[config.mk]
export PLATFORM = sky130hd
export DESIGN_NAME = mesh_duplicate_filter_router
export DESIGN_NICKNAME = d
export VERILOG_FILES = /design/src/mdfr_pkg.sv /design/src/mesh_duplicate_filter_router.sv /design/src/mdfr_regs.sv /design/src/mdfr_ctrl.sv /design/src/mdfr_dp.sv
export SDC_FILE = /design/constraint.sdc
export NUM_CORES = 1
export LEC_CHECK = 0
export BUFFER_PORTS_ARGS = -buffer_cell sky130_fd_sc_hd__buf_4
export CORE_AREA = 10 10 159 161
export CTS_BUF_LIST = sky130_fd_sc_hd__clkbuf_16
export DETAILED_ROUTE_END_ITERATION = 7
export DIE_AREA = 0 0 169 171
export PLACE_DENSITY = 0.89
export SETUP_SLACK_MARGIN = 0.3
export SYNTH_ARGS = -nofsm -noshare
export SYNTH_HDL_FRONTEND = slang
export SYNTH_SLANG_ARGS = --single-unit
export TNS_END_PERCENT = 20
[constraint.sdc]
create_clock -name clk -period 5.7 [get_ports clk]
set_input_delay 1.425 -clock clk [delete_from_list [all_inputs] [get_ports clk]]
set_output_delay 1.425 -clock clk [all_outputs]
set_load 0.02 [all_outputs]
[src/mdfr_pkg.sv]
`timescale 1ns / 1ps
// ----------------------------------------------------------------------------
// mdfr_pkg: shared types and constants for the mesh duplicate filter router
// Payload structs, action codes, register map and controller/datapath links.
// ----------------------------------------------------------------------------
package mdfr_pkg;

	// Default number of recent-packet cache entries
	localparam int CACHE_DEPTH_DEF = 8;

	// Register map
	localparam int PADDR_W  = 3;
	localparam int PDATA_W  = 32;
	localparam logic REG_NODE_ID     = 1'b0;
	localparam logic REG_MAX_PAYLOAD = 1'b1;
	localparam logic [7:0] NODE_ID_RST     = 8'd0;
	localparam logic [7:0] MAX_PAYLOAD_RST = 8'd200;

	// Result actions
	localparam logic [2:0] ACT_SEND_REJECT = 3'd0;
	localparam logic [2:0] ACT_SEND_OK     = 3'd1;
	localparam logic [2:0] ACT_BAD_FRAME   = 3'd2;
	localparam logic [2:0] ACT_DUPLICATE   = 3'd3;
	localparam logic [2:0] ACT_DELIVER     = 3'd4;
	localparam logic [2:0] ACT_FORWARD     = 3'd5;
	localparam logic [2:0] ACT_EXPIRED     = 3'd6;

	// Request types
	localparam logic REQ_SEND = 1'b0;
	localparam logic REQ_RECV = 1'b1;

	typedef struct packed {
		logic        req_type;
		logic [7:0]  src;
		logic [7:0]  dst;
		logic [15:0] seq;
		logic [7:0]  ttl;
		logic [7:0]  body_len;
		logic        frame_ok;
	} in_t;

	typedef struct packed {
		logic [2:0] action;
		logic [7:0] out_ttl;
	} out_t;

	// One cache entry: source and sequence of a seen packet
	typedef struct packed {
		logic [7:0]  src;
		logic [15:0] seq;
	} entry_t;

	typedef struct packed {
		logic [7:0] node_id;
		logic [7:0] max_payload;
	} cfg_t;

	// Controller to datapath
	typedef struct packed {
		logic start;   // capture the incoming beat, clear the search
		logic scan;    // read one cache entry and advance the search index
		logic decide;  // classify, update the cache, load the result register
	} cmd_t;

	// Datapath to controller
	typedef struct packed {
		logic need_scan;  // incoming beat is a good received frame
		logic scan_last;  // search index sits on the last entry
		logic out_free;   // result register can take a new beat this cycle
	} sts_t;

endpackage

[src/mesh_duplicate_filter_router.sv]
`timescale 1ns / 1ps
// ----------------------------------------------------------------------------
// mesh_duplicate_filter_router: flooding mesh duplicate filter and router
// Sends and bad frames go from accept straight to the decision; good received frames
// first walk the cache search (one cache entry searched a cycle) and a flush state.
// The decision waits while the output register holds a stalled result.
// Throughput: one item at a time; the next beat is taken the cycle after the decision,
// while the previous result may wait in the output register.
// Reset: cache emptied (valid bits cleared), pointer to zero, registers to defaults.
// ----------------------------------------------------------------------------
module mesh_duplicate_filter_router import mdfr_pkg::*; #(
	parameter int CACHE_DEPTH = CACHE_DEPTH_DEF
) (
	input  logic               clk,
	input  logic               arst_n,
	input  logic               in_valid,
	output logic               in_stall,
	input  in_t                in_data,
	output logic               out_valid,
	input  logic               out_stall,
	output out_t               out_data,
	input  logic               psel,
	input  logic               penable,
	input  logic               pwrite,
	input  logic [PADDR_W-1:0] paddr,
	input  logic [PDATA_W-1:0] pwdata,
	output logic [PDATA_W-1:0] prdata,
	output logic               pready
);

	cfg_t cfg;
	cmd_t cmd;
	sts_t sts;

	mdfr_regs u_regs (
		.clk     (clk),
		.arst_n  (arst_n),
		.psel    (psel),
		.penable (penable),
		.pwrite  (pwrite),
		.paddr   (paddr),
		.pwdata  (pwdata),
		.prdata  (prdata),
		.pready  (pready),
		.cfg     (cfg)
	);

	mdfr_ctrl u_ctrl (
		.clk      (clk),
		.arst_n   (arst_n),
		.in_valid (in_valid),
		.in_stall (in_stall),
		.sts      (sts),
		.cmd      (cmd)
	);

	mdfr_dp #(
		.CACHE_DEPTH (CACHE_DEPTH)
	) u_dp (
		.clk       (clk),
		.arst_n    (arst_n),
		.in_data   (in_data),
		.cfg       (cfg),
		.cmd       (cmd),
		.sts       (sts),
		.out_valid (out_valid),
		.out_stall (out_stall),
		.out_data  (out_data)
	);

endmodule

[src/mdfr_regs.sv]
`timescale 1ns / 1ps
// ----------------------------------------------------------------------------
// mdfr_regs: configuration register file
// APB-style write and read of node_id and max_payload.
// ----------------------------------------------------------------------------
module mdfr_regs import mdfr_pkg::*; (
	input  logic               clk,
	input  logic               arst_n,
	input  logic               psel,
	input  logic               penable,
	input  logic               pwrite,
	input  logic [PADDR_W-1:0] paddr,
	input  logic [PDATA_W-1:0] pwdata,
	output logic [PDATA_W-1:0] prdata,
	output logic               pready,
	output cfg_t               cfg
);

	logic wr_en;
	cfg_t cfg_q;

	assign pready = 1'b1;
	assign wr_en  = psel & penable & pwrite;

	// Write the addressed register in the access phase
	always_ff @(posedge clk or negedge arst_n) begin
		if (!arst_n) begin
			cfg_q.node_id     <= NODE_ID_RST;
			cfg_q.max_payload <= MAX_PAYLOAD_RST;
		end else if (wr_en) begin
			case (paddr[2])
				REG_NODE_ID:     cfg_q.node_id     <= pwdata[7:0];
				REG_MAX_PAYLOAD: cfg_q.max_payload <= pwdata[7:0];
				default: ;
			endcase
		end
	end

	// Return the addressed register
	always_comb begin
		case (paddr[2])
			REG_NODE_ID:     prdata = {{(PDATA_W-8){1'b0}}, cfg_q.node_id};
			REG_MAX_PAYLOAD: prdata = {{(PDATA_W-8){1'b0}}, cfg_q.max_payload};
			default:         prdata = '0;
		endcase
	end

	assign cfg = cfg_q;

endmodule

[src/mdfr_ctrl.sv]
`timescale 1ns / 1ps
// ----------------------------------------------------------------------------
// mdfr_ctrl: sequencing state machine
// Accepts one beat, walks the cache search for a good received frame, then issues the decision.
// ----------------------------------------------------------------------------
module mdfr_ctrl import mdfr_pkg::*; (
	input  logic clk,
	input  logic arst_n,
	input  logic in_valid,
	output logic in_stall,
	input  sts_t sts,
	output cmd_t cmd
);

	localparam logic [1:0] ST_IDLE   = 2'd0;
	localparam logic [1:0] ST_SCAN   = 2'd1;
	localparam logic [1:0] ST_FLUSH  = 2'd2;
	localparam logic [1:0] ST_DECIDE = 2'd3;

	logic [1:0] state_q;
	logic [1:0] state_nxt;

	assign in_stall = (state_q != ST_IDLE);

	// Next state and commands
	always_comb begin
		state_nxt  = state_q;
		cmd.start  = 1'b0;
		cmd.scan   = 1'b0;
		cmd.decide = 1'b0;
		case (state_q)
			ST_IDLE: begin
				if (in_valid) begin
					cmd.start = 1'b1;
					state_nxt = sts.need_scan ? ST_SCAN : ST_DECIDE;
				end
			end
			ST_SCAN: begin
				cmd.scan = 1'b1;
				if (sts.scan_last) begin
					state_nxt = ST_FLUSH;
				end
			end
			// last entry's compare lands here
			ST_FLUSH: begin
				state_nxt = ST_DECIDE;
			end
			ST_DECIDE: begin
				if (sts.out_free) begin
					cmd.decide = 1'b1;
					state_nxt  = ST_IDLE;
				end
			end
			default: begin
				state_nxt = ST_IDLE;
			end
		endcase
	end

	always_ff @(posedge clk or negedge arst_n) begin
		if (!arst_n) begin
			state_q <= ST_IDLE;
		end else begin
			state_q <= state_nxt;
		end
	end

endmodule

[src/mdfr_dp.sv]
`timescale 1ns / 1ps
// ----------------------------------------------------------------------------
// mdfr_dp: filter and routing datapath
// Holds the item, the recent-packet cache, the search and the result register.
// ----------------------------------------------------------------------------
module mdfr_dp import mdfr_pkg::*; #(
	parameter int CACHE_DEPTH = CACHE_DEPTH_DEF
) (
	input  logic clk,
	input  logic arst_n,
	input  in_t  in_data,
	input  cfg_t cfg,
	input  cmd_t cmd,
	output sts_t sts,
	output logic out_valid,
	input  logic out_stall,
	output out_t out_data
);

	localparam int IDX_W = (CACHE_DEPTH > 1) ? $clog2(CACHE_DEPTH) : 1;
	localparam logic [IDX_W-1:0] IDX_LAST = IDX_W'(CACHE_DEPTH - 1);

	entry_t           mem [CACHE_DEPTH];
	logic [CACHE_DEPTH-1:0] vld_q;
	logic [IDX_W-1:0] ptr_q;
	logic [IDX_W-1:0] scan_idx_q;
	in_t              item_q;
	logic             hit_q;
	entry_t           rd_s1;
	logic [IDX_W-1:0] idx_s1;
	logic             cmp_en_s1;
	logic             match;
	logic             out_vld_q;
	out_t             out_q;
	logic [2:0]       act;
	logic [7:0]       ttl_nxt;
	logic             rec;

	assign sts.need_scan = (in_data.req_type == REQ_RECV) & in_data.frame_ok;
	assign sts.scan_last = (scan_idx_q == IDX_LAST);
	assign sts.out_free  = ~out_vld_q | ~out_stall;

	// Capture the accepted beat
	always_ff @(posedge clk) begin
		if (cmd.start) begin
			item_q <= in_data;
		end
	end

	// Advance the search index
	always_ff @(posedge clk or negedge arst_n) begin
		if (!arst_n) begin
			scan_idx_q <= '0;
			cmp_en_s1  <= 1'b0;
		end else begin
			cmp_en_s1 <= cmd.scan;
			if (cmd.start) begin
				scan_idx_q <= '0;
			end else if (cmd.scan && scan_idx_q != IDX_LAST) begin
				scan_idx_q <= scan_idx_q + 1'b1;
			end
		end
	end

	// Cache memory: registered read for the search, write on record
	always_ff @(posedge clk) begin
		if (cmd.scan) begin
			rd_s1  <= mem[scan_idx_q];
			idx_s1 <= scan_idx_q;
		end
		if (cmd.decide && rec) begin
			mem[ptr_q] <= {item_q.src, item_q.seq};
		end
	end

	// Compare the entry read last cycle against the held beat
	assign match = cmp_en_s1 & vld_q[idx_s1] &
		(rd_s1.src == item_q.src) & (rd_s1.seq == item_q.seq);

	always_ff @(posedge clk or negedge arst_n) begin
		if (!arst_n) begin
			hit_q <= 1'b0;
		end else if (cmd.start) begin
			hit_q <= 1'b0;
		end else if (match) begin
			hit_q <= 1'b1;
		end
	end

	// Classify the held beat
	always_comb begin
		rec     = 1'b0;
		ttl_nxt = item_q.ttl;
		if (item_q.req_type == REQ_SEND) begin
			if (item_q.body_len > cfg.max_payload) begin
				act = ACT_SEND_REJECT;
			end else begin
				act = ACT_SEND_OK;
				rec = 1'b1;
			end
		end else if (!item_q.frame_ok) begin
			act = ACT_BAD_FRAME;
		end else if (hit_q) begin
			act = ACT_DUPLICATE;
		end else begin
			rec = 1'b1;
			if (item_q.dst == cfg.node_id) begin
				act = ACT_DELIVER;
			end else if (item_q.ttl > 8'd1) begin
				act     = ACT_FORWARD;
				ttl_nxt = item_q.ttl - 8'd1;
			end else begin
				act = ACT_EXPIRED;
			end
		end
	end

	// Record: mark the slot valid and advance the circular pointer
	always_ff @(posedge clk or negedge arst_n) begin
		if (!arst_n) begin
			vld_q <= '0;
			ptr_q <= '0;
		end else if (cmd.decide && rec) begin
			vld_q[ptr_q] <= 1'b1;
			ptr_q        <= (ptr_q == IDX_LAST) ? '0 : ptr_q + 1'b1;
		end
	end

	// Result register: load on decide, drop when taken
	always_ff @(posedge clk or negedge arst_n) begin
		if (!arst_n) begin
			out_vld_q <= 1'b0;
		end else if (cmd.decide) begin
			out_vld_q <= 1'b1;
		end else if (!out_stall) begin
			out_vld_q <= 1'b0;
		end
	end

	always_ff @(posedge clk) begin
		if (cmd.decide) begin
			out_q.action  <= act;
			out_q.out_ttl <= ttl_nxt;
		end
	end

	assign out_valid = out_vld_q;
	assign out_data  = out_q;

endmodule

==> results.json <==
{
  "status": "finished clean",
  "cp.arrival_ps": 2110,
  "min_to": "u_dp.vld_q[6]",
  "port_buffers": 86,
  "grt_overflow_total": 0,
  "syn_area_per_cell_um2": 19.7,
  "cts_buffers": 29,
  "synth_seq_cells": 315,
  "cts-root-buf": "clkbuf_16",
  "synthesis.area_um2": 12600,
  "multiInputGateArea_um2": 3050,
  "finalSetupViolations": 0,
  "cts_num_sinks": 315,
  "antenna_found_initial": 0,
  "r2r-start": "u_regs.cfg[7]",
  "fp.dieArea_um2": 28900,
  "worstRegToRegCells": 7,
  "final_layout_size_suffix_gt1_share_pct": 34.1,
  "clk_latency_ps": 560,
  "power.leakage_nw": 5.07,
  "nets": 860,
  "cts_tree": "built",
  "ant_nets": 0,
  "postCtsSetupRepairBufs": 0,
  "regArea_um2": 9290,
  "synth-seq-area-share_pct": 73.7,
  "gp_congestion": 0.778,
  "fmaxAchievable_mhz": 283,
  "finalCriticalPeriod_ps": 3530,
  "vdd_drop_max_mv": 0.299,
  "crit_fanout": 10,
  "clkTransAtPathRegs_ps": 60,
  "initial_core_util_pct": 56.7,
  "synth-edff-count": 280,
  "diodes": 0,
  "setup_tns_ps": 0,
  "ys_async_sr_fraction_pct": 11.1,
  "cts_buffer_depth": 3,
  "hold_viol_final": 0,
  "cap_viol_max_count": 0,
  "drt_iter0_drc": 566,
  "cts_max_level": 1,
  "die_x_um": 169,
  "final_max_slew_viol_count": 0,
  "holdPathStages": 2,
  "p_per_area_nw_per_um2": 461,
  "syn_inst": 641,
  "drc": 0,
  "grt_setup_unrepaired": "false",
  "crit_required_ps": 4280,
  "chipHeight_um": 171,
  "routed_wl_um": 25300,
  "dp_hpwl_um": 14900,
  "skew_ps": 17.1,
  "avgViaCountPerCell": 5.83,
  "cp-start-kind": "primary input",
  "wl_per_cell_um": 24.0,
  "hp-class": "flip-flop to flip-flop",
  "fill_cells": 1345,
  "final_util_pct": 64.9,
  "timing.slew.headroom_pct": 32.0,
  "cp-startpoint": "paddr[2]",
  "hp-start": "u_dp.vld_q[6]",
  "ys_warn_count": 0,
  "p_total_mw": 6.65,
  "cts_resized": 0,
  "core_area_um2": 22200,
  "grt_pass1_wl_um": 39300,
  "synth_ff_type": "edfxtp_1",
  "area_growth_pct": 14.5,
  "reg2reg_setup_slack_ps": 2560,
  "ys_types": 46,
  "grt_max_degree": 52,
  "r2r_end": "u_dp.mem[1][17]",
  "max_slew.worst_pin.slew_ps": 1020,
  "grt_pass1_vias": 6751,
  "grt_usage_pct": 17.5,
  "cts_hold_buf": 0,
  "fin_hold_ws_ps": 479,
  "firstDrtPassIters": 4,
  "crit_path_end_kind": "primary output",
  "num_vias": 6161,
  "std_cell_rows": 55,
  "post-route-period-util_pct": 62.0,
  "path_class": "primary input to primary output",
  "io_pins": 138
}
[worst max path at each step]
stage               cells past startpoint         endpoint
floorplan                               5   u_dp.mem[0][0]
global placement                        7  u_dp.mem[1][13]
CTS                                     3        prdata[5]
finish                                  3        prdata[5]
detailed placement                      7  u_dp.mem[1][17]
global route                            7  u_dp.mem[1][10]
[state kept, by name (all words and copies together) (netlist names)]
signal           cells
u_regs.cfg          16
u_dp.scan_idx_q      3
u_dp.hit_q           1
u_dp.out_valid       1
u_dp.mem           192
u_dp.item_q         50
u_dp.out_data       11
u_dp.ptr_q           3
u_dp.rd_s1          24
u_ctrl.state_q       2
u_dp.idx_s1          3
u_dp.cmp_en_s1       1
u_dp.vld_q           8
[worst max-delay path: stages]
cell,delay (ps)
buf_4,160
mux2_2,360
buf_4,160
[power by group]
group,internal [mW],switching [mW],leakage [nW]
logic,0.722,0.680,1.64
clock network,1.06,0.815,0.477
registers,2.99,0.374,2.96
[per-stage QoR]
step                      setup slack (ps)  area (µm²)  cells
after floorplan                        603       12700    664
after global placement                1820       13500   1003
after detailed placement              1710       13500   1003
after CTS                             2170       14400   1056
after global routing                  2150       14400   1056
final                                 2170       14400   1056
[Yosys cell counts, types with 2 or more instances]
library cell    n  area (µm²)
nor4_1          7        43.8
nor2b_1         6        37.5
mux2_2         54         608
or3b_2          2        17.5
o41ai_1         3        26.3
nand3_1         5        25.0
buf_1           3        11.3
dfrtp_1        32         801
a21oi_1         6        30.0
xnor2_1        13         114
nand4_1         5        31.3
ha_1           19         238
nor2_1         16        60.1
clkbuf_1        7        26.3
xor2_1         23         201
nand3b_1        2        15.0
inv_1          18        67.6
nor3_1          6        30.0
buf_2           6        30.0
mux2i_1         4        40.0
buf_12          2        40.0
dfstp_2         3        78.8
o21bai_1        6        45.0
a21o_1          2        15.0
mux4_2         50        1130
conb_1          2        7.51
o21ai_0         2        10.0
nand2_1        14        52.6
edfxtp_1      280        8410
buf_4          25         188
nand4b_1        3        26.3
[cell type report]
cell class | instances | area share, %
flip-flops and latches | 315 | 64.4
multi-input cells | 287 | 21.1
repair buffers | 98 | 5.10
clock buffers | 29 | 5.03
well taps | 285 | 2.47
clock inverters | 24 | 1.41
inverters | 18 | 0.468
[cells in the final DEF (no fill, tap or decap), drive strengths merged, types with 3 or more instances in the layout]
cell type	instances
edfxtp	280
buf	98
mux2	54
mux4	50
dfrtp	32
clkbuf	29
conb	25
inv	25
xor2	23
ha	19
nor2	16
nand2	14
xnor2	13
clkinv	13
nor4	7
nor2b	6
a21oi	6
o21bai	6
nor3	6
nand3	5
nand4	5
mux2i	4
o41ai	3
nand4b	3
bufinv	3
dfstp	3
[cell families (layout without fill, tap and decap cells)]
logic type / count (synthesis) / count (layout) / share of synthesized area (%)
adders and majority gates: 19 / 19 / 1.89
muxes: 108 / 108 / 14.1
buffers and inverters: 62 / 169 / 2.97
xor gates and xnor gates: 36 / 36 / 2.50
and+or+nand+nor: 70 / 70 / 2.98
other: 2 / 25 / 0.0596
AOI/OAI and AO/OA: 29 / 29 / 1.80
DFF: 315 / 315 / 73.7
[routing by layer]
metal	GRT usage (%)	vias to the layer above	routed length, µm
li1	-	2691	-
met4	5.85	0	601
met5	0	-	0
met2	30.0	267	13000
met3	4.31	44	1950
met1	21.3	3159	9800
Power figures use the tool's default switching activity.
